### src/design/ptlb_pkg.sv
// ----------------------------------------------------------------------------
// ptlb_pkg
// Shared widths, register indexes, FSM codes and unit handshake structs of
// the pulse tachometer with its lagged bar display.
// ----------------------------------------------------------------------------
package ptlb_pkg;

   localparam int TPM_W     = 8;    // ticks_per_ms
   localparam int MS_W      = 16;   // millisecond counts and windows
   localparam int PULSE_W   = 32;   // pulse accumulator
   localparam int GAIN_W    = 16;   // rpm_gain
   localparam int RPM_W     = 16;   // rpm value
   localparam int LEVEL_W   = 6;    // bar levels
   localparam int REFRESH_W = 15;   // refresh_ticks
   localparam int RCOUNT_W  = 16;   // refresh counter
   localparam int CSR_W     = 16;   // widest register
   localparam int CSR_IDX_W = 3;
   localparam int PROD_W    = PULSE_W + GAIN_W;

   // serial units: one multiplier bit / one quotient bit per cycle
   localparam int MUL_STEPS = GAIN_W;
   localparam int MUL_CNT_W = $clog2(MUL_STEPS);
   localparam int DIV_W     = 16;
   localparam int DIV_CNT_W = $clog2(DIV_W);

   localparam logic [RPM_W-1:0] RPM_MAX = '1;

   typedef enum logic [CSR_IDX_W-1:0] {
      CSR_TICKS_PER_MS  = 3'd0,
      CSR_TIMEOUT_MS    = 3'd1,
      CSR_UPDATE_MS     = 3'd2,
      CSR_RPM_GAIN      = 3'd3,
      CSR_RPM_PER_STEP  = 3'd4,
      CSR_TOP_LEVEL     = 3'd5,
      CSR_REFRESH_TICKS = 3'd6
   } csr_index_type;

   typedef enum logic [5:0] {
      S_IDLE    = 6'b000001,
      S_FRONT   = 6'b000010,
      S_MUL     = 6'b000100,
      S_DIV_RPM = 6'b001000,
      S_LVL     = 6'b010000,
      S_DIV_LVL = 6'b100000
   } state_type;

   typedef struct packed {
      logic               start;
      logic [PULSE_W-1:0] a;
      logic [GAIN_W-1:0]  b;
   } mul_req_type;

   typedef struct packed {
      logic              done;
      logic [PROD_W-1:0] product;
   } mul_rsp_type;

   typedef struct packed {
      logic             start;
      logic [DIV_W-1:0] hi;       // must be below divisor
      logic [DIV_W-1:0] lo;
      logic [DIV_W-1:0] divisor;
   } div_req_type;

   typedef struct packed {
      logic             done;
      logic [DIV_W-1:0] quotient;
   } div_rsp_type;

endpackage

### src/design/ptlb_mul.sv
// ----------------------------------------------------------------------------
// ptlb_mul
// Bit-serial shift-add multiplier: one multiplier bit per cycle, product
// held until the next start.
// ----------------------------------------------------------------------------
module ptlb_mul
   import ptlb_pkg::*;
(
   input  logic        clock,
   input  logic        reset,
   input  mul_req_type req,
   output mul_rsp_type rsp
);

   logic [PULSE_W-1:0]   a_ff, a_in;
   logic [PULSE_W-1:0]   hi_ff, hi_in;
   logic [GAIN_W-1:0]    lo_ff, lo_in;
   logic [MUL_CNT_W-1:0] cnt_ff, cnt_in;
   logic                 busy_ff, busy_in;
   logic                 done_ff, done_in;
   logic [PULSE_W:0]     sum;

   always_comb begin
      a_in    = a_ff;
      hi_in   = hi_ff;
      lo_in   = lo_ff;
      cnt_in  = cnt_ff;
      busy_in = busy_ff;
      done_in = 1'b0;
      sum     = {1'b0, hi_ff} + (lo_ff[0] ? {1'b0, a_ff} : '0);
      if (req.start) begin
         a_in    = req.a;
         hi_in   = '0;
         lo_in   = req.b;
         cnt_in  = '0;
         busy_in = 1'b1;
      end else if (busy_ff) begin
         // add, then shift the pair right one place
         hi_in  = sum[PULSE_W:1];
         lo_in  = {sum[0], lo_ff[GAIN_W-1:1]};
         cnt_in = cnt_ff + 1'b1;
         if (cnt_ff == MUL_CNT_W'(MUL_STEPS - 1)) begin
            busy_in = 1'b0;
            done_in = 1'b1;
         end
      end
   end

   always_ff @(posedge clock) begin
      a_ff   <= a_in;
      hi_ff  <= hi_in;
      lo_ff  <= lo_in;
      cnt_ff <= cnt_in;
      if (reset) begin
         busy_ff <= 1'b0;
         done_ff <= 1'b0;
      end else begin
         busy_ff <= busy_in;
         done_ff <= done_in;
      end
   end

   assign rsp.done    = done_ff;
   assign rsp.product = {hi_ff, lo_ff};

endmodule

### config.mk
export PLATFORM = sky130hd
export DESIGN_NAME = ptlb_mul
export DESIGN_NICKNAME = d
export VERILOG_FILES = /design/src/design/ptlb_pkg.sv /design/src/design/ptlb_mul.sv
export SDC_FILE = /design/constraint.sdc
export NUM_CORES = 1
export LEC_CHECK = 0
export ABC_AREA = 1
export BUFFER_PORTS_ARGS = -buffer_cell sky130_fd_sc_hd__buf_2
export CAP_MARGIN = 5
export CORE_UTILIZATION = 57
export CTS_CLUSTER_SIZE = 28
export DETAILED_ROUTE_END_ITERATION = 12
export PLACE_DENSITY = 0.81
export SETUP_SLACK_MARGIN = 0.2
export SLEW_MARGIN = 0
export SYNTH_ARGS = -nofsm -noshare
export SYNTH_HDL_FRONTEND = slang
export SYNTH_SLANG_ARGS = --single-unit
### constraint.sdc
create_clock -name clock -period 3.13 [get_ports clock]
set_clock_uncertainty 0.15 [all_clocks]
set_input_delay 0.4695 -clock clock [delete_from_list [all_inputs] [get_ports clock]]
set_output_delay 0.4695 -clock clock [all_outputs]
set_load 0.005 [all_outputs]
Word level (Yosys, flattened, before mapping)

Cells that the tools add are included.

Flip-flop bits (word level): 86
Bits of input ports: 51
Output and inout port bits: 49
Logic and storage cells: 19

Add/subtract/negate cells: 2
Eq/ne operators: 1
Mux-type cells: 7
Bitwise gates (word level): 1
Reductions and logical operators: 2

Operators by type and width:

| cell                                         | count |
|---|---|
| adder 32 x 32 -> 33 bit                      | 1 |
| two-way mux 16 bit                           | 2 |
| two-way mux 32 bit                           | 1 |
| adder 4 x 1 -> 4 bit (second input constant) | 1 |
| == test 4 bit (second input constant)        | 1 |
| two-way mux 1 bit                            | 4 |
| OR reduction 3 bit                           | 1 |
| nonzero test 2 bit                           | 1 |
| inverter 1 bit                               | 1 |

Depth between registers and ports, before layout

Gate-level depths: netlist of run 1.

Depth after elaboration: 4
Mapped depth: 17
Mapped depth without buffers: 16

Worst setup path before layout of run 1

Ideal clock, no wire load.

Path kind: flip-flop to flip-flop
From: reg lo_ff[0]
To: reg hi_ff[27]
Setup time: 113 ps
Data arrival time: 2070 ps
Data required time: 2867 ps
Path slack: 797 ps
Cell stages (with the launch flop): 14
Path buffers: 1
Period minus slack after synthesis: 2333 ps
Cells stage by stage: edfxtp_1 > clkbuf_1 > nand2_1 > inv_1 > ha_1 > fa_1 > nand3_1 > nand3_1 > nand3_1 > nand3_2 > nand2_1 > nand3_1 > nand3_1 > nand2_1

Word-level cells in the longest chain between the ends: 2

RTL lines:

| what                    | line           | RTL |
|---|---|---|
| from (decl)             | ptlb_mul.sv:17 | `logic [GAIN_W-1:0] lo_ff, lo_in;` |
| from (signal assigned)  | ptlb_mul.sv:52 | `lo_ff <= lo_in;` |
| two-way mux 32 bit      | ptlb_mul.sv:30 | `sum = {1'b0, hi_ff} + (lo_ff[0] ? {1'b0, a_ff} : '0);` |
| adder 32 x 32 -> 33 bit | ptlb_mul.sv:30 |  |
| to (signal assigned)    | ptlb_mul.sv:51 | `hi_ff <= hi_in;` |
| to (decl)               | ptlb_mul.sv:16 | `logic [PULSE_W-1:0] hi_ff, hi_in;` |

Every way passes these cells.
A chain may end at the register's enable or synchronous reset.

Final worst setup path of run 1

Ends and elaborated chain as after synthesis.

==> impl_metrics.tcl, run 1 <==
set metrics [dict create \
    netSwitchingFraction_pct 31.9 \
    cp.required_ps 3260 \
    fp.dieH_um 101 \
    drive_above_1_share_pct 16.4 \
    ant_nets 0 \
    p_clk_share_pct 28.4 \
    setup_violations 0 \
    synth_fp_nets 891 \
    arrival_ps 2910 \
    fmax_ghz 0.359 \
    dr.first_iter.drc_count 362 \
    p_per_area_nw_per_um2 413 \
    grt_usage_pct 29.7 \
    synth_edf_count 48 \
    cts_buffers 9 \
    clockBufferDepth 2 \
    slew_violations 0 \
    fin_crit_ps 2790 \
    via_count 5258 \
    portBuffers 99 \
    initial_core_util_pct 59.6 \
    yosysUniqueCellTypes 35 \
    internal_power_mw 1.79 \
    cp-end-kind "register" \
    netlist_area_um2 5560 \
    path_clk_slew_ps 100 \
    placed_area_um2 6200 \
    antenna_found_initial 0 \
    synth_cells 806 \
    clk-insertion-delay-late_ps 380 \
    yosysTopAreaCell "edfxtp_1" \
    comb_power_share_pct 20.4 \
    status "finished clean" \
    cts_tree "done" \
    core-area_um2 9330 \
    start_kind "register" \
    overflow 0 \
    route.detailed.drc 0 \
    totalWireLength_um 14200 \
    seqPwrFrac_pct 51.2 \
    synthArstFlopShare_pct 0 \
    rsz0062_at_grt "no" \
    detail_route.wl_per_cell_um 13.6 \
    cts.sinks 86 \
    holdWs_ps 111 \
    rows 35 \
    synthTopCellsByArea "edfxtp_1, nand2_1, dfxtp_1" \
    vias_per_cell 5.04 \
    finalInstanceArea_um2 6380 \
    first_global_vias 4964 \
    max_slew_margin_pct 58.1 \
    die-area_um2 10200 \
    ctsResizeCount 0 \
    fillers 826 \
    p_leak_nw 3.65 \
    utilization_pct 68.4 \
    gp_routability_congestion 0.975 \
    synth_ff_type "edfxtp_1" \
    pin_count 100 \
    area_growth_pct 14.8 \
    synth-seq-cells 86 \
    synth.most_common_cell "nand2_1" \
    yosysTopAreaCellShare_pct 25.9 \
    synth_common_cells "nand2_1, inv_1, edfxtp_1, nor2_1, nand3_1" \
    cts_root_buf "clkbuf_8" \
    worst_slack_ps 343 \
    fp.dieW_um 101 \
    yosysSeqAreaShare_pct 39.6 \
    nNetsFinal 994 \
    ys_warn_count 0 \
    htree_levels 3 \
    finalHoldViolCount 0 \
    worst_pin_slew_ps 628 \
    setup_tns_ps 0 \
    crit_fanout 12 \
    grt_pass1_wl_um 23000 \
    antenna_cells 0 \
    hpwl_um 10800 \
    p_switching_uw 842 \
    max-cap-violations 0 \
    critPathKind "register to register" \
    dpl_worst_slack_ps 262 \
    post-route-period-util_pct 89.0 \
    hp-class "input pin to register" \
    irDropWorstVdd_mv 0.432 \
    grt_max_degree 39 \
    syn_area_per_cell_um2 6.90 \
    dr.pass1.iters 5 \
]
## critical path: stages, from the launching register on
cell,delay (ps)
edfxtp_1,680
nand2_1,150
inv_1,50
ha_1,220
fa_1,460
nand3_1,120
nand3_1,200
nand3_1,150
nand3_2,130
nand2_1,150
nand3_1,90
nand3_1,100
nand2_1,50
## repair_timing
action / 4_1_cts / 5_1_grt
hold buffers: 0 / 0
endpoints found under the setup margin: 0 / 13
buffers inserted: 0 / 1
## power by group through the flow
| stage | logic [mW] | registers, mW | clock network (mW) |
|---|---|---|---|
| 2_1_floorplan | 0.344 | 1.36 | 0 |
| 3_3_place_gp | 0.512 | 1.38 | 0 |
| 6_report | 0.537 | 1.35 | 0.749 |
| 5_1_grt | 0.604 | 1.36 | 0.809 |
| 4_1_cts | 0.527 | 1.35 | 0.769 |
| 3_5_place_dp | 0.525 | 1.38 | 0 |
## layout by cell type, fill, tap and decap left out, types with 7 or more instances in the layout
cell        n
ha_1       33
buf_2      99
edfxtp_1   48
nand2_1   335
dfxtp_1    38
nand3_1    40
o21ai_1     7
nand2_2    12
o21ai_0    11
nor2_1     44
xnor2_1    12
clkbuf_8    9
a21oi_1    24
inv_1     143
## kinds of logic after synthesis
| kind of cell | count (synthesis) | share of synthesized area [%] |
|---|---|---|
| fa+ha+maj | 34 | 7.79 |
| compound gates | 51 | 5.06 |
| buf+inv | 161 | 11.0 |
| flops | 86 | 39.6 |
| simple gates | 461 | 34.5 |
| xor+xnor | 13 | 2.05 |
## routing by layer
layer	share of wire [%]	global-route usage [%]	vias to the layer above
met1	46	39.9	2305
met4	2.7	11.4	0
met5	0	0	-
li1	-	-	2690
met2	43	47.2	234
met3	8.3	6.03	29
## worst paths after layout
kind | from | endpoint | slack, ps | depth (start not counted)
min | req[39] | a_ff[23] | 110 | 1
max reg2reg | lo_ff[0] | hi_ff[27] | 340 | 12
min reg2reg | hi_ff[21] | hi_ff[21] | 330 | 2
max | lo_ff[0] | hi_ff[27] | 340 | 12
## layout make-up
cell class	count	area [um^2]	share of cell area (%)
clock buffer	10	128	2.00
clock inverter	6	46.3	0.725
inverter	149	559	8.76
multi-input combinational	559	2750	43.1
sequential	86	2200	34.5
tap	129	161	2.53
timing repair buffer	104	537	8.41
## state kept, by name (all words and copies together), names as in the netlist
register,cells
a_ff,32
hi_ff,32
lo_ff,16
cnt_ff,4
busy_ff,1
done_ff,1
## through the flow
stage / total power, mW / std cells
floorplan: 1.71 / 806
global placement: 1.89 / 1026
CTS: 2.65 / 1042
finish: 2.64 / 1043
global route: 2.77 / 1043
detailed placement: 1.90 / 1026
(Power assumes the default switching activity.)
==> inputs of run 2 (changes only) <==
BUFFER_PORTS_ARGS = -buffer_cell sky130_fd_sc_hd__clkbuf_2   (was -buffer_cell sky130_fd_sc_hd__buf_2)
==> run 2 against run 1 <==
  * Combinational power up 2%
  * Sequential share of layout area decreased by 0.13 points
  * Clock power barely moved
  * Register-to-register slack better by 170 ps
  * Worst hold slack about the same
  * Non-clock buffer count rose by 2
  * Cell count up 0.19%
  * Utilization rose by 0.25 points
  * Sequential power hardly changed
  * Global-route usage is 0.11 points higher
  * Critical path type unchanged
  * Largest power group unchanged
==> impl_metrics.tcl, run 2 (synthesis gave the netlist of run 1 again) <==
set metrics [dict create \
    status "finished clean" \
    fillers 808 \
    layout_commonest_cell "nand2_1" \
    finalHoldViolCount 0 \
    fp.dieW_um 101 \
    comb_power_share_pct 20.7 \
    grt_max_degree 39 \
    path_clk_slew_ps 100 \
    irDropWorstVdd_mv 0.234 \
    internal_power_mw 1.80 \
    rsz0062_at_grt "no" \
    cts_hold_buf 0 \
    cts_tree "done" \
    fmax_ghz 0.382 \
    worst_pin_slew_ps 614 \
    placed_area_um2 6200 \
    totalWireLength_um 14200 \
    grt_pass1_wl_um 23400 \
    clockBufferDepth 2 \
    netSwitchingFraction_pct 32.0 \
    fin_crit_ps 2620 \
    cp-end-kind "register" \
    die-area_um2 10200 \
    vias_per_cell 5.11 \
    layoutNonFillerInstCount 1045 \
    mostFrequentLayoutCells "nand2_1, inv_1, clkbuf_2" \
    critPathKind "register to register" \
    route.detailed.drc 0 \
    p_switching_uw 846 \
    portBuffers 99 \
    arrival_ps 2740 \
    drive_above_1_share_pct 16.6 \
    fp.dieH_um 101 \
    worst_slack_ps 511 \
    dp_cells 1026 \
    start_kind "register" \
    cts_buffers 9 \
    core-area_um2 9330 \
    overflow 0 \
    p_per_area_nw_per_um2 413 \
    grt_usage_pct 29.8 \
    setup_tns_ps 0 \
    p_leak_nw 3.64 \
    max_slew_margin_pct 59.0 \
    htree_levels 3 \
    hp-class "input pin to register" \
    detail_route.wl_per_cell_um 13.6 \
    dr.first_iter.drc_count 358 \
    finalInstanceArea_um2 6400 \
    cts_root_buf "clkbuf_8" \
    holdWs_ps 111 \
    hpwl_um 10800 \
    slew_violations 0 \
    rows 35 \
    cp.required_ps 3250 \
    setup_violations 0 \
    initial_core_util_pct 59.6 \
    p_clk_share_pct 28.3 \
    first_global_vias 4999 \
    nNetsFinal 996 \
    antenna_found_initial 0 \
    post-route-period-util_pct 83.7 \
    dr.pass1.iters 5 \
    crit_fanout 11 \
    area_growth_pct 15.2 \
    ant_nets 0 \
    gp_routability_congestion 0.966 \
    reg.largest.list "a_ff x32, hi_ff x32, lo_ff x16" \
    via_count 5337 \
    pin_count 100 \
    antenna_cells 0 \
    dpl_worst_slack_ps 274 \
    seqPwrFrac_pct 50.9 \
    clk-insertion-delay-late_ps 370 \
    max-cap-violations 0 \
    cts.sinks 86 \
]
[run 2: repair_timing]
item | 4_1_cts | 5_1_grt
endpoints found under the hold margin | 0 | 0
setup buffers | 0 | 3
endpoints found under the setup margin | 0 | 16
resized for setup | 0 | 0
[run 2: critical path: stages, from the launching register on]
cell and delay, ps:
edfxtp_1 540, clkbuf_8 240, nand2_1 60, inv_1 60, fa_1 470, nand3_1 120, nand3_1 190, nand3_1 150
nand3_2 130, nand2_1 150, nand3_1 90, nand3_1 100, nand2_1 60
[run 2: final cells by class]
| cell class | instances | area (um^2) | area share (%) |
|---|---|---|---|
| Clock buffer | 9 | 124 | 1.93 |
| Clock inverter | 7 | 56.3 | 0.879 |
| Sequential cell | 86 | 2200 | 34.4 |
| Timing Repair Buffer | 106 | 554 | 8.65 |
| Multi-Input combinational cell | 559 | 2750 | 42.9 |
| Inverter | 149 | 559 | 8.73 |
| Tap cell | 129 | 161 | 2.52 |
[run 2: through the flow]
step	power, mW	util [%]
2_1_floorplan	1.71	-
3_3_place_gp	1.89	66.4
3_5_place_dp	1.90	66.4
4_1_cts	2.64	68.4
5_1_grt	2.78	68.7
6_report	2.65	68.7
[run 2: power groups by stage]
stage	Sequential, mW	Clock (mW)	Combinational (mW)
detailed placement	1.38	0	0.526
CTS	1.35	0.760	0.530
global route	1.36	0.804	0.616
global placement	1.38	0	0.514
finish	1.35	0.750	0.548
floorplan	1.36	0	0.344
[run 2: path summary, 6_finish.rpt]
check,from,to,slack [ps],depth (start not counted)
worst max-delay path,lo_ff[0],hi_ff[27],510,12
worst max register to register,lo_ff[0],hi_ff[27],510,12
worst min register to register,hi_ff[9],hi_ff[9],330,2
worst min-delay path,req[39],a_ff[23],110,1
[run 2: per-layer routing]
metal	up-vias	part of all wire, %	track usage, %
li1	2701	-	-
met1	2393	46	40.9
met2	206	43	45.5
met3	37	7.6	5.48
met4	0	3.0	14.0
met5	-	0	0
