### config.mk
export PLATFORM = sky130hd
export DESIGN_NAME = ptlb_div
export DESIGN_NICKNAME = d
export VERILOG_FILES = /design/src/design/ptlb_pkg.sv /design/src/design/ptlb_div.sv
export SDC_FILE = /design/constraint.sdc
export NUM_CORES = 1
export LEC_CHECK = 0
export BUFFER_PORTS_ARGS = -buffer_cell sky130_fd_sc_hd__clkbuf_2
export CAP_MARGIN = 0
export CORE_UTILIZATION = 54
export CTS_CLUSTER_DIAMETER = 200
export DETAILED_ROUTE_END_ITERATION = 10
export GPL_TIMING_DRIVEN = 0
export PLACE_DENSITY = 0.91
export SLEW_MARGIN = 20
export SYNTH_ARGS = -nofsm -noshare
export SYNTH_HDL_FRONTEND = slang
export SYNTH_SLANG_ARGS = --single-unit
### constraint.sdc
create_clock -name clock -period 3.64 [get_ports clock]
set_input_delay 0.364 -clock clock [delete_from_list [all_inputs] [get_ports clock]]
set_output_delay 0.364 -clock clock [all_outputs]
set_load 0.01 [all_outputs]
### src/design/ptlb_pkg.sv
// ----------------------------------------------------------------------------
// ptlb_pkg
// Shared widths, register indexes, FSM codes and unit handshake structs of
// the pulse tachometer with its lagged bar display.
// ----------------------------------------------------------------------------
package ptlb_pkg;

   localparam int TPM_W     = 8;    // ticks_per_ms
   localparam int MS_W      = 16;   // millisecond counts and windows
   localparam int PULSE_W   = 32;   // pulse accumulator
   localparam int GAIN_W    = 16;   // rpm_gain
   localparam int RPM_W     = 16;   // rpm value
   localparam int LEVEL_W   = 6;    // bar levels
   localparam int REFRESH_W = 15;   // refresh_ticks
   localparam int RCOUNT_W  = 16;   // refresh counter
   localparam int CSR_W     = 16;   // widest register
   localparam int CSR_IDX_W = 3;
   localparam int PROD_W    = PULSE_W + GAIN_W;

   // serial units: one multiplier bit / one quotient bit per cycle
   localparam int MUL_STEPS = GAIN_W;
   localparam int MUL_CNT_W = $clog2(MUL_STEPS);
   localparam int DIV_W     = 16;
   localparam int DIV_CNT_W = $clog2(DIV_W);

   localparam logic [RPM_W-1:0] RPM_MAX = '1;

   typedef enum logic [CSR_IDX_W-1:0] {
      CSR_TICKS_PER_MS  = 3'd0,
      CSR_TIMEOUT_MS    = 3'd1,
      CSR_UPDATE_MS     = 3'd2,
      CSR_RPM_GAIN      = 3'd3,
      CSR_RPM_PER_STEP  = 3'd4,
      CSR_TOP_LEVEL     = 3'd5,
      CSR_REFRESH_TICKS = 3'd6
   } csr_index_type;

   typedef enum logic [5:0] {
      S_IDLE    = 6'b000001,
      S_FRONT   = 6'b000010,
      S_MUL     = 6'b000100,
      S_DIV_RPM = 6'b001000,
      S_LVL     = 6'b010000,
      S_DIV_LVL = 6'b100000
   } state_type;

   typedef struct packed {
      logic               start;
      logic [PULSE_W-1:0] a;
      logic [GAIN_W-1:0]  b;
   } mul_req_type;

   typedef struct packed {
      logic              done;
      logic [PROD_W-1:0] product;
   } mul_rsp_type;

   typedef struct packed {
      logic             start;
      logic [DIV_W-1:0] hi;       // must be below divisor
      logic [DIV_W-1:0] lo;
      logic [DIV_W-1:0] divisor;
   } div_req_type;

   typedef struct packed {
      logic             done;
      logic [DIV_W-1:0] quotient;
   } div_rsp_type;

endpackage

### src/design/ptlb_div.sv
// ----------------------------------------------------------------------------
// ptlb_div
// Restoring divider, one quotient bit per cycle. Divides {hi, lo} by the
// divisor where hi is below the divisor, so the quotient fits DIV_W bits.
// ----------------------------------------------------------------------------
module ptlb_div
   import ptlb_pkg::*;
(
   input  logic        clock,
   input  logic        reset,
   input  div_req_type req,
   output div_rsp_type rsp
);

   logic [DIV_W-1:0]     rem_ff, rem_in;
   logic [DIV_W-1:0]     quo_ff, quo_in;   // dividend bits out, quotient bits in
   logic [DIV_W-1:0]     den_ff, den_in;
   logic [DIV_CNT_W-1:0] cnt_ff, cnt_in;
   logic                 busy_ff, busy_in;
   logic                 done_ff, done_in;
   logic [DIV_W:0]       trial;
   logic [DIV_W:0]       diff;
   logic                 fits;

   always_comb begin
      rem_in  = rem_ff;
      quo_in  = quo_ff;
      den_in  = den_ff;
      cnt_in  = cnt_ff;
      busy_in = busy_ff;
      done_in = 1'b0;
      trial   = {rem_ff, quo_ff[DIV_W-1]};
      diff    = trial - {1'b0, den_ff};
      fits    = trial >= {1'b0, den_ff};
      if (req.start) begin
         rem_in  = req.hi;
         quo_in  = req.lo;
         den_in  = req.divisor;
         cnt_in  = '0;
         busy_in = 1'b1;
      end else if (busy_ff) begin
         rem_in = fits ? diff[DIV_W-1:0] : trial[DIV_W-1:0];
         quo_in = {quo_ff[DIV_W-2:0], fits};
         cnt_in = cnt_ff + 1'b1;
         if (cnt_ff == DIV_CNT_W'(DIV_W - 1)) begin
            busy_in = 1'b0;
            done_in = 1'b1;
         end
      end
   end

   always_ff @(posedge clock) begin
      rem_ff <= rem_in;
      quo_ff <= quo_in;
      den_ff <= den_in;
      cnt_ff <= cnt_in;
      if (reset) begin
         busy_ff <= 1'b0;
         done_ff <= 1'b0;
      end else begin
         busy_ff <= busy_in;
         done_ff <= done_in;
      end
   end

   assign rsp.done     = done_ff;
   assign rsp.quotient = quo_ff;

endmodule
Word-level counts from Yosys, hierarchy flattened:

Index checks and enable logic that the tools add are counted.

* register bits after elaboration: 54
* bits in latches: 0
* memory bits (writable): 0
* memory bits (read-only): 0
* output and inout port bits: 17
* logic and storage cells: 22
* memories kept: 0

* $add $sub $neg: 2
* $mul: 0
* div/mod/pow operators: 0
* magnitude comparators: 1
* eq/ne operators: 1
* shift-type cells: 0
* mux-type cells: 9
* bitwise gates (word level): 1
* reduce and logical (&&, ||, !) cells: 2

Operator list (count)
* $mux 16: 5
* $ge 17x16->1: 1
* $sub 16x16->16: 1
* $add 4x1->4 const B: 1
* $eq 4x4->1 const B: 1
* $mux 1: 4
* $reduce_or 3->1: 1
* $reduce_bool 2->1: 1
* $not 1->1: 1

Depth between registers and ports, before layout:

Gate-level depths: netlist (run 1).

* word-level depth: 4
* mapped depth: 12

Worst setup path before layout (run 1):

OpenSTA, ideal clock, no wires.

* kind: register -> register
* start: register quo_ff[15]
* end: register rem_ff[12] (data pin)
* setup time: 0.261 ns
* data arrival time: 2.435 ns
* required time: 3.379 ns
* slack: 0.944 ns
* stages on the path, launching flop included: 12
* period minus slack after synthesis: 2.696 ns
* path through: edfxtp_1 > inv_1 > ha_1 > inv_1 > fa_1 > a21o_1 > a221oi_2 > nor2_1 > o41ai_1 > xor2_1 > nor3_1 > a221o_1

* word-level cells in the longest chain between the ends: 4
* elaborated cells on any way between the ends: 5

Ends and longest elaborated chain
* start, declared: RTL line ptlb_div.sv:16 `logic [DIV_W-1:0] quo_ff, quo_in;`
* start signal, assigned: RTL line ptlb_div.sv:54 `quo_ff <= quo_in;`
* $sub 16x16->16 / $ge 17x16->1 (equally long branches): RTL line ptlb_div.sv:33, ptlb_div.sv:34
* $mux 16 *: RTL line ptlb_div.sv:42 `rem_in = fits ? diff[DIV_W-1:0] : trial[DIV_W-1:0];`
* $mux 16 *: RTL line ptlb_div.sv:41 `end else if (busy_ff) begin`
* $mux 16 *: RTL line ptlb_div.sv:35 `if (req.start) begin`
* via rem_in[12]: RTL line ptlb_div.sv:15 `logic [DIV_W-1:0] rem_ff, rem_in;`
* end signal, assigned: RTL line ptlb_div.sv:53 `rem_ff <= rem_in;`
* end, declared: RTL line ptlb_div.sv:15

Mark *: on every way through the listed nets, which the timed path passes. The rest lies on a longest branch. The select of a mux whose other input is x is not followed.
A chain may end at the register's enable or synchronous reset.

Worst setup path in the final report (run 1):

* start: register rem_ff[10]
* end: register rem_ff[5] (data pin)

* word-level cells in the longest chain between the ends: 4

Ends and longest elaborated chain
* $ge 17x16->1: RTL line ptlb_div.sv:34 `fits = trial >= {1'b0, den_ff};`
* $mux 16: RTL line ptlb_div.sv:42
* $mux 16: RTL line ptlb_div.sv:41
* $mux 16: RTL line ptlb_div.sv:35
* via rem_in[5]: RTL line ptlb_div.sv:15

The timed path passes the listed nets, and every way through them passes these cells. The select of a mux whose other input is x is not followed.

==> flow_metrics.tcl, run 1 <==
set metrics [dict create \
    rows 27 \
    p_per_area_mw_per_mm2 549.5 \
    crit_arrival_ns 3.03 \
    holdBufCountCts 0 \
    end_kind "flip-flop" \
    postCtsSetupRepairBufs 0 \
    synth_area_leader_cell "edfxtp_1" \
    drt_iter0_markers 140 \
    diodes 0 \
    hold_end "den_ff[13]" \
    ir_worst_vdd_mv 0.3247 \
    syn_area_mm2 0.003089 \
    ctsResizeCount 0 \
    cp.required_ns 3.69 \
    syn_inst 267 \
    status "finished, final reports clean" \
    crit_path_start_kind "flip-flop" \
    clock_skew_ns 0.01489 \
    regToRegEndpoint "rem_ff[5]" \
    ant_nets 0 \
    synth_top_area_share 0.4666 \
    setup_violations 0 \
    drc 0 \
    rr_startpoint "rem_ff[10]" \
    grt_max_degree 33 \
    final_util 0.6542 \
    place_hpwl_um 5045 \
    synth_cell_type_count 47 \
    clk_latency_ns 0.31 \
    antenna_found_initial 0 \
    finalCriticalPeriod_ns 2.987 \
    finalSetupTns_ns 0 \
    synth_fp_nets 336 \
    fillers 426 \
    core_mm2 0.005507 \
    r2r_slack_ns 0.65 \
    finalNetCount 410 \
    vias 2449 \
    period_share 0.8207 \
    rsz0062_at_grt "no" \
    hold_violations 0 \
    cts_tree "done" \
    place_congestion 0.8578 \
    max-cap-violations 0 \
    die-width_um 77.64 \
    critPathKind "reg -> reg" \
    fmax_mhz 334.8 \
    grt_overflow 0 \
    avgSynthCellArea_um2 11.57 \
    drt-pass1-iter-count 5 \
    syn2layout_area_growth_pct 16.61 \
    cts_buffers 5 \
    slew_violations 0 \
    wl_per_cell_um 16.80 \
    routed_via_density 5.915 \
    synth-async-reset-ratio 0 \
    yosysWarnings 0 \
    initial_core_util 0.5610 \
    wirelength_um 6957 \
    ys_top_cells_by_area "edfxtp_1 (47%), ha_1 (6.9%), mux2_2 (5.8%)" \
    drive_gt1_frac 0.2924 \
    timing.reg2reg.worst_path_depth 10 \
    die_h_um 77.64 \
    min_path_cells 1 \
    die_area_mm2 0.006027 \
    worstMarginPinSlew_ns 0.7971 \
    min_from "req[13]" \
    synth-seq-area-share 0.5055 \
    clock-sinks 54 \
    hp-class "in -> reg" \
    path_max_fanout 10 \
    io_pins 68 \
    ys.flop_type "edfxtp_1" \
    port_buffers 67 \
    grt_pass1_vias 2357 \
    slew_headroom 0.4686 \
    h-tree-depth 2 \
    grt_pass1_wl_um 10960 \
    clkTransAtPathRegs_ns 0.10 \
    p_leak_nw 1.554 \
    clk_path_buf_depth 2 \
    grt.total_usage 0.2366 \
    cts_root_buf "clkbuf_8" \
    ys_ff_latch 54 \
    synth-edff-count 48 \
]
-- stage by stage --
step / setup slack [ns] / power [mW] / hold WS, ns / instance area, um^2 / cells
after floorplan: 0.9437 / 1.429 / 0.4364 / 3089 / 267
after global placement: 0.7880 / 1.588 / 0.4948 / 3515 / 406
after detailed placement: 0.7236 / 1.633 / 0.5124 / 3515 / 406
after CTS: 0.7007 / 1.971 / 0.2161 / 3602 / 414
after global routing: 0.4677 / 2.086 / 0.2066 / 3602 / 414
final: 0.6527 / 1.979 / 0.2210 / 3602 / 414
-- cells in the final DEF (no fill, tap or decap), drive strengths merged, types with 3 or more instances in the layout --
| master | instances |
|---|---|
| nor2b | 6 |
| a221o | 3 |
| nand2 | 17 |
| nand3b | 7 |
| buf | 7 |
| dfxtp | 6 |
| mux2 | 16 |
| xnor2 | 4 |
| nor3 | 3 |
| nand2b | 4 |
| and3 | 3 |
| nand3 | 4 |
| o21ai | 8 |
| edfxtp | 48 |
| a21oi | 15 |
| xor2 | 12 |
| o311ai | 7 |
| nor2 | 17 |
| clkbuf | 80 |
| inv | 20 |
| mux2i | 7 |
| ha | 17 |
| a21o | 5 |
-- flip-flops by register name, indices dropped and copies added (netlist names) --
register,count
den_ff,16
rem_ff,16
done_ff,1
cnt_ff,4
quo_ff,16
busy_ff,1
-- worst max-delay path, stage by stage (launching register included) --
cell and delay [ns]:
edfxtp_1 0.41, ha_1 0.39, a21o_1 0.23, a31o_1 0.20, a221oi_2 0.27, a21oi_1 0.16, a2111oi_4 0.38, buf_6 0.22
buf_4 0.21, nand3b_1 0.10, o311ai_0 0.15
-- area by class of cell --
type | instances | area [um^2] | area share
Buffer | 14 | 71.32 | 0.01980
Clock buffer | 6 | 72.57 | 0.02015
Clock inverter | 2 | 15.01 | 0.004168
Inverter | 20 | 75.07 | 0.02084
Multi-Input combinational cell | 179 | 1381 | 0.3835
Sequential cell | 54 | 1562 | 0.4335
Tap cell | 72 | 90.09 | 0.02501
Timing Repair Buffer | 67 | 335.3 | 0.09309
-- layer usage --
metal / vias to the layer above / GRT usage / wire length, um
met4: 0 / 0.1170 / 211
met5: - / 0 / 0
met1: 1196 / 0.2920 / 2852
li1: 1133 / - / -
met3: 22 / 0.04235 / 412
met2: 98 / 0.3982 / 3481
-- power breakdown --
part | leakage (nW) | switching, mW | internal [mW]
registers | 0.529 | 0.0484 | 0.795
logic | 0.988 | 0.454 | 0.345
clock network | 0.0374 | 0.201 | 0.136
-- cell families after synthesis --
family	count (synthesis)	synth area share
xor+xnor	16	0.04536
simple gates	67	0.1114
buf+inv	34	0.04738
fa+ha+maj	18	0.07533
compound gates	55	0.1341
flops	54	0.5055
mux	23	0.08100
-- worst max path at each step --
stage | from | end | slack (ns) | cells past startpoint
floorplan | quo_ff[15] | rem_ff[12] | 0.94 | 11
global placement | req[48] | rem_ff[12] | 0.79 | 4
detailed placement | req[48] | rem_ff[13] | 0.72 | 4
CTS | rem_ff[10] | rem_ff[4] | 0.70 | 10
global route | quo_ff[15] | rem_ff[12] | 0.47 | 11
finish | rem_ff[10] | rem_ff[5] | 0.65 | 10
-- Yosys cell counts (2+ instances only) --
cell type	instances
a21o_1	5
a21oi_1	15
a221o_1	3
a221oi_2	2
a31oi_1	2
and3_1	3
buf_2	3
buf_4	2
clkbuf_1	7
dfxtp_1	6
edfxtp_1	48
ha_1	17
inv_1	20
mux2_2	16
mux2i_1	7
nand2_1	17
nand2b_1	4
nand3_1	4
nand3b_1	7
nor2_1	17
nor2b_1	6
nor3_1	3
o211ai_1	2
o21ai_0	8
o311ai_0	7
xnor2_1	4
xor2_1	12
Note: power is estimated with default switching activity, not from simulation.
==> inputs of run 2 (changes only) <==
CORE_UTILIZATION = 49   (was 54)
PLACE_DENSITY = 0.88   (was 0.91)
clock period = 2.4 ns   (was 3.64 ns; I/O delays follow)
==> run 2 against run 1 <==
- flip-flop and latch count is the same
- highest routed layer unchanged
- setup slack lost 1.0 ns
- power up 78%
- combinational power grew 120%
- the flow now finishes with violations (negative setup slack)
- core utilization rose by 1.7 points
- clock-buffer cell count down 1
- register-to-register slack got worse by 1.0 ns
- worst hold slack worse by 0.13 ns
- die area is 9.9% higher
- largest power group is now combinational logic
- first-iteration DRC count is 14% higher
==> flow_metrics.tcl, run 2 (synthesis gave the netlist of run 1 again) <==
set metrics [dict create \
    io_pins 68 \
    rows 28 \
    period_share 1.158 \
    hold_end "den_ff[1]" \
    diodes 0 \
    die-width_um 81.40 \
    vias 2523 \
    drt-pass1-iter-count 5 \
    fillers 424 \
    worstMarginPinSlew_ns 0.8019 \
    clock_skew_ns 0.009950 \
    drc 0 \
    wl_per_cell_um 18.37 \
    p_per_area_mw_per_mm2 877.7 \
    crit_arrival_ns 2.85 \
    final_area_mm2 0.004023 \
    drt_iter0_markers 159 \
    place_area_mm2 0.003558 \
    critPathMaxStageDelay_ns 0.43 \
    wirelength_um 7897 \
    fin_cells 430 \
    crit_path_start_kind "flip-flop" \
    ir_worst_vdd_mv 0.5445 \
    cts_tree "done" \
    syn2layout_area_growth_pct 30.21 \
    die_area_mm2 0.006626 \
    clock-sinks 54 \
    slew_headroom 0.4654 \
    min_from "req[1]" \
    drive_gt1_frac 0.4113 \
    grt_max_degree 33 \
    crit_top_cell "inv_2" \
    rsz0062_at_grt "yes" \
    setup_violations 17 \
    violations "negative setup slack" \
    status "complete, but fails checks" \
    end_kind "flip-flop" \
    grt.total_usage 0.2394 \
    hp-class "in -> reg" \
    grt_pass1_vias 2429 \
    finalNetCount 423 \
    cp_num_buf_inv 2 \
    clk_path_buf_depth 2 \
    finalCriticalPeriod_ns 2.778 \
    pre_cts_slack_ns -0.4159 \
    routed_via_density 5.867 \
    layout_commonest_cell "clkbuf_2" \
    layout_setup_ws_ns -0.3783 \
    h-tree-depth 2 \
    initial_core_util 0.5157 \
    regToRegEndpoint "rem_ff[12]" \
    place_congestion 0.8679 \
    whs_ns 0.09597 \
    path_delay_family "compound AO/OA/AOI/OAI gates" \
    finalSetupTns_ns -2.846 \
    rr_startpoint "quo_ff[15]" \
    core_mm2 0.005991 \
    r2r_slack_ns -0.38 \
    clkTransAtPathRegs_ns 0.10 \
    hold_violations 0 \
    dp.cells 409 \
    die_h_um 81.40 \
    path_max_fanout 2 \
    final_cell_mix "clkbuf_2 (67), edfxtp_1 (48), inv_1 (17), nand2_1 (17)" \
    min_path_cells 1 \
    fmax_mhz 359.9 \
    cp.required_ns 2.47 \
    place_hpwl_um 4846 \
    cts_root_buf "clkbuf_8" \
    slew_violations 0 \
    crit_path_cell_trace "inv_2 > ha_4 > inv_2 > fa_2 > a21o_1 > a221oi_4 > nor2_4 > o41ai_4 > xor2_1 > nor3_1 > a221o_1" \
    grt_overflow 0 \
    critPathKind "reg -> reg" \
    ant_nets 0 \
    clk_latency_ns 0.31 \
    timing.reg2reg.worst_path_depth 11 \
    grt_pass1_wl_um 11650 \
    cts_buffers 5 \
    antenna_found_initial 0 \
    worst_path_max_delay_cell "edfxtp_1" \
    max-cap-violations 0 \
    port_buffers 67 \
    p_leak_nw 1.665 \
    reg.largest.list "den_ff (16), quo_ff (16), rem_ff (16)" \
]
run 2: changes by cell type in the layout (fill, tap and decap cells not counted), moves of 4 or more:
cell,before,now
ha_4,0,5
o311ai_0,7,0
ha_1,17,7
ha_2,0,5
buf_4,2,12
a21oi_1,15,11
o311ai_2,0,6
run 2: worst max path at each step:
stage / from / to / cells past startpoint
after global routing: quo_ff[15] / rem_ff[12] / 11
after global placement: quo_ff[15] / rem_ff[12] / 11
after floorplan: quo_ff[15] / rem_ff[12] / 11
after detailed placement: quo_ff[15] / rem_ff[12] / 11
after CTS: rem_ff[10] / rem_ff[9] / 9
final: quo_ff[15] / rem_ff[12] / 11
run 2: per-layer routing:
layer  vias up  GRT usage  wire [um]
met5         -          0          0
met4         0    0.07857        172
met3        19    0.04382        484
met2       111     0.4283       4228
met1      1230     0.2872       3011
li1       1163          -          -
run 2: layout make-up:
type,count,area (um^2),area share
multi-input cells,179,1632,0.4056
flip-flops and latches,54,1562,0.3882
repair buffers,82,495.5,0.1232
well taps,75,93.84,0.02333
plain buffers,12,80.08,0.01991
inverters,20,75.07,0.01866
clock buffers,5,68.82,0.01711
clock inverters,3,16.27,0.004044
run 2: what timing repair did:
action	4_1_cts	5_1_grt
setup endpoints to repair	49	17
buffers inserted	6	6
hold buffers	0	0
gates resized for setup	38	22
cloned	3	0
pin swaps	17	18
run 2: per-stage QoR:
| step | utilization | power [mW] |
|---|---|---|
| final | 0.6715 | 3.531 |
| after global routing | 0.6715 | 3.687 |
| after CTS | 0.6458 | 3.297 |
| after detailed placement | 0.5940 | 2.509 |
| after global placement | 0.5940 | 2.453 |
| after floorplan | - | 2.207 |
run 2: power breakdown:
group          internal [mW]  leakage [nW]  switching [mW]
combinational          0.838          1.09           0.892
sequential              1.21         0.529          0.0897
clock                  0.201        0.0432           0.304
total                   2.24          1.67            1.29
